[src/rtl/core/assert_macros.svh]
// ---------------------------------------------------------------------------
// assertion macros
// shared concurrent assertion helpers, clocked on clock, off during reset
// ---------------------------------------------------------------------------
`ifndef ASSERT_MACROS_SVH
`define ASSERT_MACROS_SVH

// same-cycle implication
`define ASSERT_SAME(label, ante, cons, msg) \
   label: assert property (@(posedge clock) disable iff (reset) (ante) |-> (cons)) \
      else $error(msg);

// next-cycle implication
`define ASSERT_NEXT(label, ante, cons, msg) \
   label: assert property (@(posedge clock) disable iff (reset) (ante) |=> (cons)) \
      else $error(msg);

`endif

[src/rtl/core/pct_pkg.sv]
// ---------------------------------------------------------------------------
// pct_pkg
// shared types, codes and helpers of the pair cooldown table
// ---------------------------------------------------------------------------
package pct_pkg;

   localparam int TABLE_DEPTH_DEF  = 64;
   localparam int PURGE_PERIOD_DEF = 60;
   localparam int QUEUE_DEPTH      = 2;

   localparam int KEY_W   = 32;
   localparam int FRAME_W = 32;
   localparam int ID_W    = 16;
   localparam int DUR_W   = 12;
   localparam int OP_W    = 2;

   // request codes
   localparam logic [OP_W-1:0] OP_TICK  = 2'd0;
   localparam logic [OP_W-1:0] OP_QUERY = 2'd1;
   localparam logic [OP_W-1:0] OP_SET   = 2'd2;

   // classified item passed from front to back
   typedef struct packed {
      logic [OP_W-1:0]  op;
      logic [KEY_W-1:0] key;
      logic [DUR_W-1:0] dur;
   } pct_item_type;

   // wrap-aware liveness: expiry - frame in 1 .. 2^31-1
   function automatic logic pct_live(input logic [FRAME_W-1:0] expiry,
                                     input logic [FRAME_W-1:0] frame);
      logic [FRAME_W-1:0] d;
      d = expiry - frame;
      return (d != '0) && !d[FRAME_W-1];
   endfunction

endpackage

[src/rtl/core/pct_front.sv]
// ---------------------------------------------------------------------------
// pct_front
// takes request items, forms the pair key and pushes them to the queue
// ---------------------------------------------------------------------------
module pct_front
   import pct_pkg::*;
(
   input  logic             clock,
   input  logic             reset,
   input  logic             start,
   output logic             busy,
   input  logic [OP_W-1:0]  req_type,
   input  logic [ID_W-1:0]  req_id_first,
   input  logic [ID_W-1:0]  req_id_second,
   input  logic [DUR_W-1:0] req_duration,
   input  logic             q_full,
   output logic             q_push,
   output pct_item_type     q_item
);

   logic             hold_valid_ff, hold_valid_in;
   logic [OP_W-1:0]  op_ff;
   logic [ID_W-1:0]  ida_ff, idb_ff;
   logic [DUR_W-1:0] dur_ff;
   logic [ID_W-1:0]  lo, hi;
   logic [KEY_W-1:0] sq;
   logic             accept;

   assign busy   = hold_valid_ff && q_full;
   assign accept = start && !busy;
   assign q_push = hold_valid_ff && !q_full;

   always_comb begin
      hold_valid_in = hold_valid_ff;
      if (accept) begin
         hold_valid_in = 1'b1;
      end else if (q_push) begin
         hold_valid_in = 1'b0;
      end
   end

   always_ff @(posedge clock) begin
      if (reset) begin
         hold_valid_ff <= 1'b0;
      end else begin
         hold_valid_ff <= hold_valid_in;
      end
   end

   always_ff @(posedge clock) begin
      if (accept) begin
         op_ff  <= req_type;
         ida_ff <= req_id_first;
         idb_ff <= req_id_second;
         dur_ff <= req_duration;
      end
   end

   // szudzik pairing of the ordered ids
   always_comb begin
      lo = (ida_ff < idb_ff) ? ida_ff : idb_ff;
      hi = (ida_ff < idb_ff) ? idb_ff : ida_ff;
      sq = KEY_W'(hi) * KEY_W'(hi);
      q_item.op  = op_ff;
      q_item.key = sq + KEY_W'(hi) + KEY_W'(lo);
      q_item.dur = dur_ff;
   end

endmodule

[config.mk]
export PLATFORM = sky130hd
export DESIGN_NAME = pct_front
export DESIGN_NICKNAME = d
export VERILOG_FILES = /design/src/rtl/core/assert_macros.svh /design/src/rtl/core/pct_pkg.sv /design/src/rtl/core/pct_front.sv
export SDC_FILE = /design/constraint.sdc
export NUM_CORES = 1
export LEC_CHECK = 0
export BUFFER_PORTS_ARGS = -buffer_cell sky130_fd_sc_hd__clkbuf_2
export CORE_MARGIN = 3
export CORE_UTILIZATION = 62
export CTS_BUF_LIST = sky130_fd_sc_hd__clkbuf_16
export DETAILED_ROUTE_END_ITERATION = 8
export PLACE_DENSITY = 0.84
export SYNTH_ARGS = -nofsm -noshare
export SYNTH_HDL_FRONTEND = slang
export SYNTH_SLANG_ARGS = --single-unit
[constraint.sdc]
create_clock -name clock -period 11.15 [get_ports clock]
set_input_delay 2.23 -clock clock [delete_from_list [all_inputs] [get_ports clock]]
set_output_delay 2.23 -clock clock [all_outputs]
set_load 0.01 [all_outputs]
==> results.ini <==
[yosys]
synth_top_family_by_area = adder cells
synth_nets = 1655
synthAdderAreaFrac_pct = 46.2
yosys-mux-area-fraction_pct = 0.713
synth_compound_area_share_pct = 14.5
yosys.area_share.simple_pct = 10.8
synth_xor_area_share_pct = 2.87
syn_avg_cell_area_sq_um = 8.96
synth_edf_count = 46
yosys_warnings = 0
synth_ff_type = edfxtp_1
ys_types = 60
yosysSeqAreaShare_pct = 12.1
ys_seq_elements = 47
syn_area_sq_um = 11600
async_flop_share_pct = 0
syn_inst = 1293

[grt]
grt_max_degree = 82
grt.overflow.total = 0
grt_pass1_wl_mm = 49.3
grtUsageTotal_pct = 30.8
grt_pass1_vias = 9954
grt_antenna_before_repair = 0

[worst_hold_path]
worstHoldStart = hold_valid_ff
hold_depth = 3
worstHoldPathType = flip-flop to flip-flop
hold_path_end = hold_valid_ff

[routing]
drtAntennaViolNets = 0
vias_per_cell = 6.28
drc = 0
dr.first_iter.drc_count = 1565
met1_length_mm = 11.2
top_layer_used = met4
wl_met3_mm = 3.18
wire_per_inst_um = 20.0
drtPass1Iterations = 7
wirelength_mm = 32.1
wl_met2_mm = 15.6
vias = 10100

[floorplanning]
die_y_um = 143
rows = 49
ioPinCount = 98
die_x_um = 143
core_area_sq_um = 18100
dieArea_sq_um = 20400
initial_core_util_pct = 63.8

[critical_path]
path_common_cell = fa_1
rr_endpoint = dur_ff[8]
arrival_ns = 8.65
worstPathMaxFanout = 64
worst_setup_path_start_kind = flip-flop
worstSetupEndpointType = output port
critPathMaxStageDelay_ns = 0.57
r2r_setup_slack_ns = 9.40
cp_slowest_cell = or4_1
crit_type = flip-flop to output port
critPathRequiredTime_ns = 8.92
worstRegToRegCells = 3
r2r_start = hold_valid_ff

[clock_network]
tritoncts = yes
clkSinkCount = 47
clkLatencyLatePin_ns = 0.29
cts_max_level = 2
hold_buffers = 0
clk_path_buf_depth = 2
cts_buffers = 5
clk_pin_slew_ns = 0.06
cts_root_buffer = clkbuf_16

[placed_design]
port_buffers = 97
place_area_sq_um = 12500
gp_congestion = 1.01
dp.final_hpwl_mm = 25.3

[layout]
fill_cells = 1358
antenna_cells = 0
synthToLayoutAreaGrowth_pct = 11.0
drive_gt1_share_pct = 15.2
fin_area_sq_um = 12900
fin_nets = 1742
seq_area_sq_um = 1400
multi_input_comb_area_sq_um = 8850
final_util_pct = 70.8

[status]
status = finished, final reports clean

[sta]
worstMarginPinSlew_ns = 0.670
setup_viol = 0
rsz0062_at_grt = false
slew_viol_final = 0
max_freq_ghz = 0.0919
finalSetupTns_ns = 0
fin_crit_sh_pct = 97.6
fin_skew_ns = 0.00505
fin_hold_ws_ns = 0.733
fin_crit_ns = 10.88
hold_viol = 0
relSlewSlack_pct = 54.9

[job]
cap_viol_max_count = 0

==> flip-flops by register name, summed over array words and instances, names as in the netlist <==
| signal | flops |
|---|---|
| ida_ff | 16 |
| idb_ff | 16 |
| hold_valid_ff | 1 |
| op_ff | 2 |
| dur_ff | 12 |
==> cells in the mapped netlist, types with 25 or more instances <==
| library cell | n | share of area [%] |
|---|---|---|
| nor2_1 | 27 | 0.88 |
| fa_1 | 193 | 33 |
| edfxtp_1 | 46 | 12 |
| inv_1 | 294 | 9.5 |
| a21oi_1 | 38 | 1.6 |
| o21ai_0 | 40 | 1.7 |
| a31oi_1 | 65 | 3.5 |
| o31ai_1 | 46 | 3.0 |
| nand3_1 | 64 | 2.8 |
| and3_1 | 49 | 2.6 |
| nand2_1 | 62 | 2.0 |
| ha_1 | 119 | 13 |
| clkbuf_1 | 52 | 1.7 |
| xnor2_1 | 25 | 1.9 |
==> final cells by class <==
| class | count | area share [%] |
|---|---|---|
| sequential | 47 | 10.9 |
| timing repair buffer | 165 | 8.01 |
| multi-input combinational | 863 | 68.9 |
| clock buffer | 5 | 0.973 |
| inverter | 298 | 8.73 |
| clock inverter | 2 | 0.292 |
| tap | 229 | 2.23 |
==> timing repair <==
action | in CTS | in global routing
gates resized for setup | 3 | 21
pin swaps | 0 | 4
setup endpoints to repair | 1 | 14
gates cloned | 0 | 2
buffers inserted | 0 | 9
==> stage by stage <==
stage / instances / setup WS (ns)
after floorplan: 1293 / 0.971
after global placement: 1591 / 0.453
after detailed placement: 1591 / 0.173
after CTS: 1598 / 0.0776
after global routing: 1609 / 0.0000551
final: 1609 / 0.269
==> worst max-delay path, delay by kind of cell, from the launching register on <==
kind | cells | cell delay (ns)
adders and majority gates | 8 | 3.61
xor gates and xnor gates | 1 | 0.17
and+or+nand+nor | 3 | 0.92
DFF | 1 | 0.52
AOI/OAI and AO/OA | 8 | 2.25
buffers and inverters | 7 | 0.86
==> layout by cell type (no fill, tap or decap), types with 6 or more instances in the layout <==
cell and n:
a21o_1 18, a21oi_1 38, a31o_2 6, a31oi_1 55, a31oi_2 10, and3_1 49, buf_4 65, clkbuf_16 6
clkbuf_2 97, edfxtp_1 46, fa_1 193, ha_1 117, inv_1 294, mux2i_1 6, nand2_1 62, nand3_1 64
nand4_1 8, nor2_1 27, nor3_1 23, o21ai_0 40, o31ai_1 41, o31ai_2 7, xnor2_1 25, xor2_1 13
==> metal layers <==
metal	track usage, %	vias up
met5	0	-
met4	15.1	0
met3	5.76	216
met2	51.2	605
met1	39.0	4840
li1	-	4450
==> worst max-delay path by stage <==
stage	from	end	slack, ns
floorplan	idb_ff[6]	q_item[43]	0.97
global placement	idb_ff[4]	q_item[43]	0.45
detailed placement	idb_ff[4]	q_item[43]	0.17
CTS	idb_ff[1]	q_item[43]	0.08
global route	idb_ff[1]	q_item[43]	0.00006
finish	idb_ff[1]	q_item[43]	0.27
==> cells by family (layout without fill, tap and decap cells) <==
| kind of cell | Yosys count | in the layout |
|---|---|---|
| buffers and inverters | 384 | 470 |
| adder cells (fa/ha/maj) | 312 | 312 |
| AO/OA/AOI/OAI | 252 | 253 |
| AND/OR/NAND/NOR | 252 | 252 |
| flip-flops | 47 | 47 |
| XOR/XNOR | 38 | 38 |
| multiplexers | 8 | 8 |
Power is not shown: default switching activity piles up to over one toggle a cycle in this logic, so the estimate is an artifact.
