File: config.mk
export PLATFORM = sky130hd
export DESIGN_NAME = pct_queue
export DESIGN_NICKNAME = d
export VERILOG_FILES = /design/src/rtl/core/assert_macros.svh /design/src/rtl/core/pct_pkg.sv /design/src/rtl/core/pct_queue.sv
export SDC_FILE = /design/constraint.sdc
export NUM_CORES = 1
export LEC_CHECK = 0
export ABC_CLOCK_PERIOD_IN_PS = 6200
export BUFFER_PORTS_ARGS = -buffer_cell sky130_fd_sc_hd__buf_2
export CAP_MARGIN = 20
export CORE_MARGIN = 4
export CORE_UTILIZATION = 55
export DETAILED_ROUTE_END_ITERATION = 10
export PLACE_DENSITY = 0.84
export SYNTH_ARGS = -nofsm -noshare
export SYNTH_HDL_FRONTEND = slang
export SYNTH_SLANG_ARGS = --single-unit
File: constraint.sdc
create_clock -name clock -period 6.2 [get_ports clock]
set_clock_uncertainty 0.05 [all_clocks]
set_input_delay 1.24 -clock clock [delete_from_list [all_inputs] [get_ports clock]]
set_output_delay 1.24 -clock clock [all_outputs]
set_load 0.05 [all_outputs]
File: src/rtl/core/assert_macros.svh
// ---------------------------------------------------------------------------
// assertion macros
// shared concurrent assertion helpers, clocked on clock, off during reset
// ---------------------------------------------------------------------------
`ifndef ASSERT_MACROS_SVH
`define ASSERT_MACROS_SVH

// same-cycle implication
`define ASSERT_SAME(label, ante, cons, msg) \
   label: assert property (@(posedge clock) disable iff (reset) (ante) |-> (cons)) \
      else $error(msg);

// next-cycle implication
`define ASSERT_NEXT(label, ante, cons, msg) \
   label: assert property (@(posedge clock) disable iff (reset) (ante) |=> (cons)) \
      else $error(msg);

`endif

File: src/rtl/core/pct_pkg.sv
// ---------------------------------------------------------------------------
// pct_pkg
// shared types, codes and helpers of the pair cooldown table
// ---------------------------------------------------------------------------
package pct_pkg;

   localparam int TABLE_DEPTH_DEF  = 64;
   localparam int PURGE_PERIOD_DEF = 60;
   localparam int QUEUE_DEPTH      = 2;

   localparam int KEY_W   = 32;
   localparam int FRAME_W = 32;
   localparam int ID_W    = 16;
   localparam int DUR_W   = 12;
   localparam int OP_W    = 2;

   // request codes
   localparam logic [OP_W-1:0] OP_TICK  = 2'd0;
   localparam logic [OP_W-1:0] OP_QUERY = 2'd1;
   localparam logic [OP_W-1:0] OP_SET   = 2'd2;

   // classified item passed from front to back
   typedef struct packed {
      logic [OP_W-1:0]  op;
      logic [KEY_W-1:0] key;
      logic [DUR_W-1:0] dur;
   } pct_item_type;

   // wrap-aware liveness: expiry - frame in 1 .. 2^31-1
   function automatic logic pct_live(input logic [FRAME_W-1:0] expiry,
                                     input logic [FRAME_W-1:0] frame);
      logic [FRAME_W-1:0] d;
      d = expiry - frame;
      return (d != '0) && !d[FRAME_W-1];
   endfunction

endpackage

File: src/rtl/core/pct_queue.sv
// ---------------------------------------------------------------------------
// pct_queue
// short fifo decoupling the front from the table engine
// ---------------------------------------------------------------------------
module pct_queue
   import pct_pkg::*;
(
   input  logic         clock,
   input  logic         reset,
   input  logic         push,
   input  pct_item_type push_item,
   output logic         full,
   output logic         valid,
   input  logic         pop,
   output pct_item_type head_item
);

   localparam int PtrW = $clog2(QUEUE_DEPTH);

   pct_item_type            entry_ff [QUEUE_DEPTH];
   logic [PtrW-1:0]         wr_ptr_ff, wr_ptr_in;
   logic [PtrW-1:0]         rd_ptr_ff, rd_ptr_in;
   logic [PtrW:0]           count_ff, count_in;

   assign full      = (count_ff == (PtrW+1)'(QUEUE_DEPTH));
   assign valid     = (count_ff != '0);
   assign head_item = entry_ff[rd_ptr_ff];

   always_comb begin
      wr_ptr_in = wr_ptr_ff;
      rd_ptr_in = rd_ptr_ff;
      count_in  = count_ff;
      if (push) begin
         wr_ptr_in = (wr_ptr_ff == PtrW'(QUEUE_DEPTH-1)) ? '0 : wr_ptr_ff + 1'b1;
      end
      if (pop) begin
         rd_ptr_in = (rd_ptr_ff == PtrW'(QUEUE_DEPTH-1)) ? '0 : rd_ptr_ff + 1'b1;
      end
      if (push && !pop) begin
         count_in = count_ff + 1'b1;
      end else if (pop && !push) begin
         count_in = count_ff - 1'b1;
      end
   end

   always_ff @(posedge clock) begin
      if (reset) begin
         wr_ptr_ff <= '0;
         rd_ptr_ff <= '0;
         count_ff  <= '0;
      end else begin
         wr_ptr_ff <= wr_ptr_in;
         rd_ptr_ff <= rd_ptr_in;
         count_ff  <= count_in;
      end
   end

   always_ff @(posedge clock) begin
      if (push) begin
         entry_ff[wr_ptr_ff] <= push_item;
      end
   end

endmodule

==> impl_metrics.tcl, run 1 <==
set metrics [dict create \
    status "finished, final reports clean" \
    yosysTopAreaCell "edfxtp_1" \
    cts_buffer_depth 2 \
    hold_path_class "register to register" \
    postRouteAntennaNets 0 \
    synth_area_sq_um 3540 \
    startpoint_type "register" \
    synthesis.nets 216 \
    fp.dieArea_sq_um 7790 \
    multi_input_area_sq_um 633 \
    initial_utilization_pct 58.1 \
    globalplace.congestion 0.704 \
    min_period_ns 3.35 \
    setup_ws_ns 2.85 \
    maxSlewViolCount 0 \
    dp_hpwl_um 3960 \
    max-cap-violations 0 \
    cts_max_level 3 \
    synth_edf_count 92 \
    insertion_delay_ns 0.33 \
    ys_types 17 \
    cts-resized-gates 0 \
    grt_use_total_pct 15.8 \
    tritoncts "yes" \
    synth_commonest_cells "92 x edfxtp_1, 46 x mux2_2, 5 x dfxtp_1" \
    min_path_cells 2 \
    cts-root-buf "clkbuf_8" \
    yosysMostFrequentCell "edfxtp_1" \
    die_w_um 88.3 \
    grt_pass1_vias 1902 \
    cts_inserted_buffers 9 \
    crit_path_end_kind "primary output" \
    drc 0 \
    antenna_found_initial 0 \
    worstPathMaxFanout 46 \
    rows 28 \
    r2r_start "wr_ptr_ff" \
    area_growth_pct 22.1 \
    hp-start "count_ff[1]" \
    slew_headroom_pct 27.6 \
    core_area_sq_um 6100 \
    setup_violations 0 \
    synthTopCellsByArea "edfxtp_1 78%, mux2_2 15%, dfxtp_1 2.8%, buf_6 1.3%, xnor2_1 0.49%" \
    grt_pass1_wl_um 9110 \
    cts_setup_buffers 0 \
    cp.required_ns 4.91 \
    vdd_drop_max_uv 208 \
    nets 321 \
    p_per_area_nw_per_um2 338 \
    post-route-period-util_pct 54.1 \
    post_synth.cell_area_avg_sq_um 21.5 \
    dr.pass1.iters 4 \
    ys_warn_count 0 \
    async_flop_share_pct 0 \
    critPathArrivalTime_ns 2.06 \
    dp_worst_setup_slack_ns 3.19 \
    r2r_end "entry_ff[0][38]" \
    top_level_ports 98 \
    rsz0062_at_grt "no" \
    clk_pin_slew_ns 0.08 \
    drive_gt1_share_pct 59.6 \
    fp.dieH_um 88.3 \
    avgViaCountPerCell 5.14 \
    antenna_cells 0 \
    max_freq_mhz 298 \
    tns_ns 0 \
    cts_hold_buf 0 \
    dr_total_vias 1800 \
    rrSetupSlack_ns 4.49 \
    drt_iter0_drc 113 \
    nFillCells 416 \
    reg2reg_depth 2 \
    path_class "register to primary output" \
    grt_max_degree 47 \
    drt-total-wl_um 5880 \
    p_leak_nw 1.64 \
    grt_overflow 0 \
    final_hold_viol_count 0 \
    tightest_slew_ns 1.09 \
    wl_per_cell_um 16.8 \
    min_to "count_ff[1]" \
    synth_top_area_share_pct 78.0 \
    synth_ff_type "edfxtp_1" \
    clock_sinks 97 \
    synth-seq-cells 97 \
    seq_area_frac_synth_pct 80.8 \
    numPortBuffers 97 \
    seqCellArea_sq_um 2860 \
    netlist_instances 165 \
]
power breakdown:
group / internal (mW) / switching (mW)
Sequential: 0.762 / 0.0217
Combinational: 0.0770 / 0.180
Clock: 0.227 / 0.194
Total: 1.07 / 0.396
cell families (layout without fill, tap and decap cells):
group	count (synthesis)	count (layout)	synth area share, %
AOI/OAI and AO/OA	2	2	0.282
buffers and inverters	6	116	1.59
adders and majority gates	1	1	0.353
DFF	97	97	80.8
and+or+nand+nor	9	9	1.38
muxes	46	46	14.6
xor gates and xnor gates	4	4	0.989
final cells by class:
type                    count  share of cell area, %
clock inverters             5                   1.85
clock buffers              11                   3.04
well taps                  75                   2.17
repair buffers             99                   12.0
multi-input cells          62                   14.6
flip-flops and latches     97                   66.2
inverters                   1                 0.0868
placed cells by master (no fill, tap or decap), types with 2 or more instances in the layout:
cell type   count
mux2_2         46
clkinvlp_4      2
xor2_1          2
xnor2_1         2
edfxtp_1       92
clkbuf_8        9
nor2_1          4
clkbuf_1        2
dfxtp_1         4
buf_2          97
bufinv_16       2
flip-flops by register name (all words and copies together), names as in the netlist, named ones only:
| signal | count |
|---|---|
| entry_ff | 92 |
| count_ff | 2 |
| rd_ptr_ff | 1 |
| wr_ptr_ff | 1 |
through the flow:
step                      hold slack [ns]  util (%)  cells  area [sq um]  power [mW]
after floorplan                     0.406         -    165          3540       0.993
after global placement              0.433      67.1    333          4090        1.05
after detailed placement            0.440      67.1    333          4090        1.06
after CTS                           0.452      70.5    349          4300        1.48
after global routing                0.519      71.0    350          4330        1.53
final                               0.455      71.0    350          4330        1.46
routing by layer:
layer | part of all wire (%) | GRT usage (%) | wire length (um) | up-vias
li1 | - | - | - | 847
met1 | 40 | 20.1 | 2350 | 885
met2 | 53 | 27.1 | 3120 | 60
met3 | 5.2 | 2.61 | 307 | 8
met4 | 1.8 | 7.01 | 104 | 0
met5 | 0 | 0 | 0 | -
critical path, cell delays in order, from the launching register on:
cell and delay, ns:
dfxtp_2 1.04, mux2_2 0.44, buf_2 0.22
worst max-delay path by stage:
stage | from | to | slack [ns] | depth (start not counted)
after global placement | register | head_item[16] | 3.19 | 2
after CTS | register | head_item[25] | 2.80 | 2
after detailed placement | register | head_item[16] | 3.19 | 2
final | register | head_item[5] | 2.85 | 2
after global routing | register | head_item[16] | 2.73 | 2
after floorplan | push | entry_ff[0][0] | 2.41 | 1
Note: power is estimated with default switching activity, not from simulation.
==> run 2: changes to the inputs <==
ABC_CLOCK_PERIOD_IN_PS = 2910   (was 6200)
CORE_UTILIZATION = 46   (was 55)
PLACE_DENSITY = 0.75   (was 0.84)
clock period = 2.91 ns   (was 6.2 ns; I/O delays follow)
==> run 2 against run 1 <==
  * Sequential power increased by 110%
  * Critical path type unchanged
  * Sequential share of layout area decreased by 0.29 points
  * Worst setup slack got worse by 2.4 ns
  * Utilization decreased by 12 points
  * Cell area increased by 0.43%
  * First-iteration DRC count decreased by 61%
  * Via count increased by 1.7%
  * Register-to-register slack got worse by 3.2 ns
  * Clock power increased by 99%
  * Highest routed layer unchanged
  * Critical endpoint is now head_item[33]
  * Flip-flop and latch count unchanged
==> impl_metrics.tcl, run 2 (synthesis results as in run 1) <==
set metrics [dict create \
    avgViaCountPerCell 4.87 \
    rsz0062_at_grt "no" \
    min_period_ns 2.44 \
    cts_buffer_depth 2 \
    area_growth_pct 22.6 \
    max-cap-violations 0 \
    cp.required_ns 2.28 \
    slew_headroom_pct 59.4 \
    crit_path_end_kind "primary output" \
    setup_violations 0 \
    p_per_area_nw_per_um2 703 \
    cp_top_family "buffers and inverters" \
    cts_setup_buffers 0 \
    tns_ns 0 \
    final_cell_area_sq_um 4350 \
    final_common_cell "buf_2" \
    largest_reg_flops 92 \
    p_leak_nw 1.64 \
    dp_hpwl_um 3960 \
    dr.pass1.iters 4 \
    core_area_sq_um 7370 \
    antenna_cells 0 \
    fp.dieArea_sq_um 9170 \
    numPortBuffers 97 \
    maxSlewViolCount 0 \
    max_freq_mhz 410 \
    postRouteAntennaNets 0 \
    cts_hold_buf 0 \
    dr_total_vias 1830 \
    final_cell_mix "97 x buf_2, 92 x edfxtp_1, 46 x mux2_2, 9 x clkbuf_8" \
    fp.dieH_um 95.8 \
    top_level_ports 98 \
    hold_path_class "input pin to register" \
    r2r_start "wr_ptr_ff" \
    dp_worst_setup_slack_ns 0.808 \
    postLayoutCoreUtil_pct 59.0 \
    cts-resized-gates 0 \
    post-route-period-util_pct 83.8 \
    rows 31 \
    clk_pin_slew_ns 0.09 \
    worst_path_max_delay_cell "buf_4" \
    final_hold_viol_count 0 \
    die_w_um 95.8 \
    cts_max_level 3 \
    wl_per_cell_um 15.7 \
    largest_registers "entry_ff x92, count_ff x2" \
    globalplace.congestion 0.654 \
    startpoint_type "register" \
    antenna_found_initial 0 \
    tritoncts "yes" \
    worstPathMaxFanout 46 \
    cts_inserted_buffers 9 \
    top_register "entry_ff" \
    cp.buffers_inverters 2 \
    drt_iter0_drc 44 \
    grt_max_degree 47 \
    nets 323 \
    drt-total-wl_um 5920 \
    placed_area_sq_um 4150 \
    tightest_slew_ns 0.609 \
    drc 0 \
    holdWs_ns 0.367 \
    critPathArrivalTime_ns 1.81 \
    grt_pass1_vias 1908 \
    path_class "register to primary output" \
    status "finished, final reports clean" \
    initial_utilization_pct 48.1 \
    insertion_delay_ns 0.34 \
    grt_overflow 0 \
    slowest_delay_ns 0.48 \
    grt_pass1_wl_um 8850 \
    path_cells "buf_4 -> mux2_2 -> buf_2" \
    vdd_drop_max_uv 338 \
    drive_gt1_share_pct 60.3 \
    setup_ws_ns 0.470 \
    clock_sinks 97 \
    grt_use_total_pct 13.2 \
    cts-root-buf "clkbuf_8" \
    hp-start "push_item[39]" \
]
run 2: final cells by class:
type	instances	area [sq um]
well taps	99	124
fillers	602	3020
multi-input cells	62	633
flip-flops and latches	97	2860
clock inverters	6	65.1
inverters	1	3.75
clock buffers	10	128
repair buffers	101	528
run 2: power breakdown:
| group | switching [mW] | internal [mW] |
|---|---|---|
| logic | 0.406 | 0.165 |
| registers | 0.0224 | 1.62 |
| clock network | 0.437 | 0.401 |
run 2: routing by layer:
| layer | up-vias | routed length, um | global-route usage [%] | part of all wire (%) |
|---|---|---|---|---|
| met5 | - | 0 | 0 | 0 |
| met1 | 891 | 2410 | 15.5 | 41 |
| met2 | 71 | 3000 | 22.5 | 51 |
| li1 | 858 | - | - | - |
| met4 | 0 | 101 | 6.75 | 1.7 |
| met3 | 10 | 401 | 3.21 | 6.8 |
run 2: worst paths after layout:
| path | depth (start not counted) | slack (ns) | to |
|---|---|---|---|
| max | 3 | 0.47 | head_item[33] |
| min | 1 | 0.37 | entry_ff[1][39] |
| max reg2reg | 2 | 1.30 | entry_ff[1][30] |
| min reg2reg | 2 | 0.47 | rd_ptr_ff |
run 2: per-stage QoR:
step	std cells	total power [mW]
final	376	3.05
after global routing	376	3.17
after floorplan	165	2.11
after detailed placement	360	2.26
after global placement	360	2.25
after CTS	376	3.09
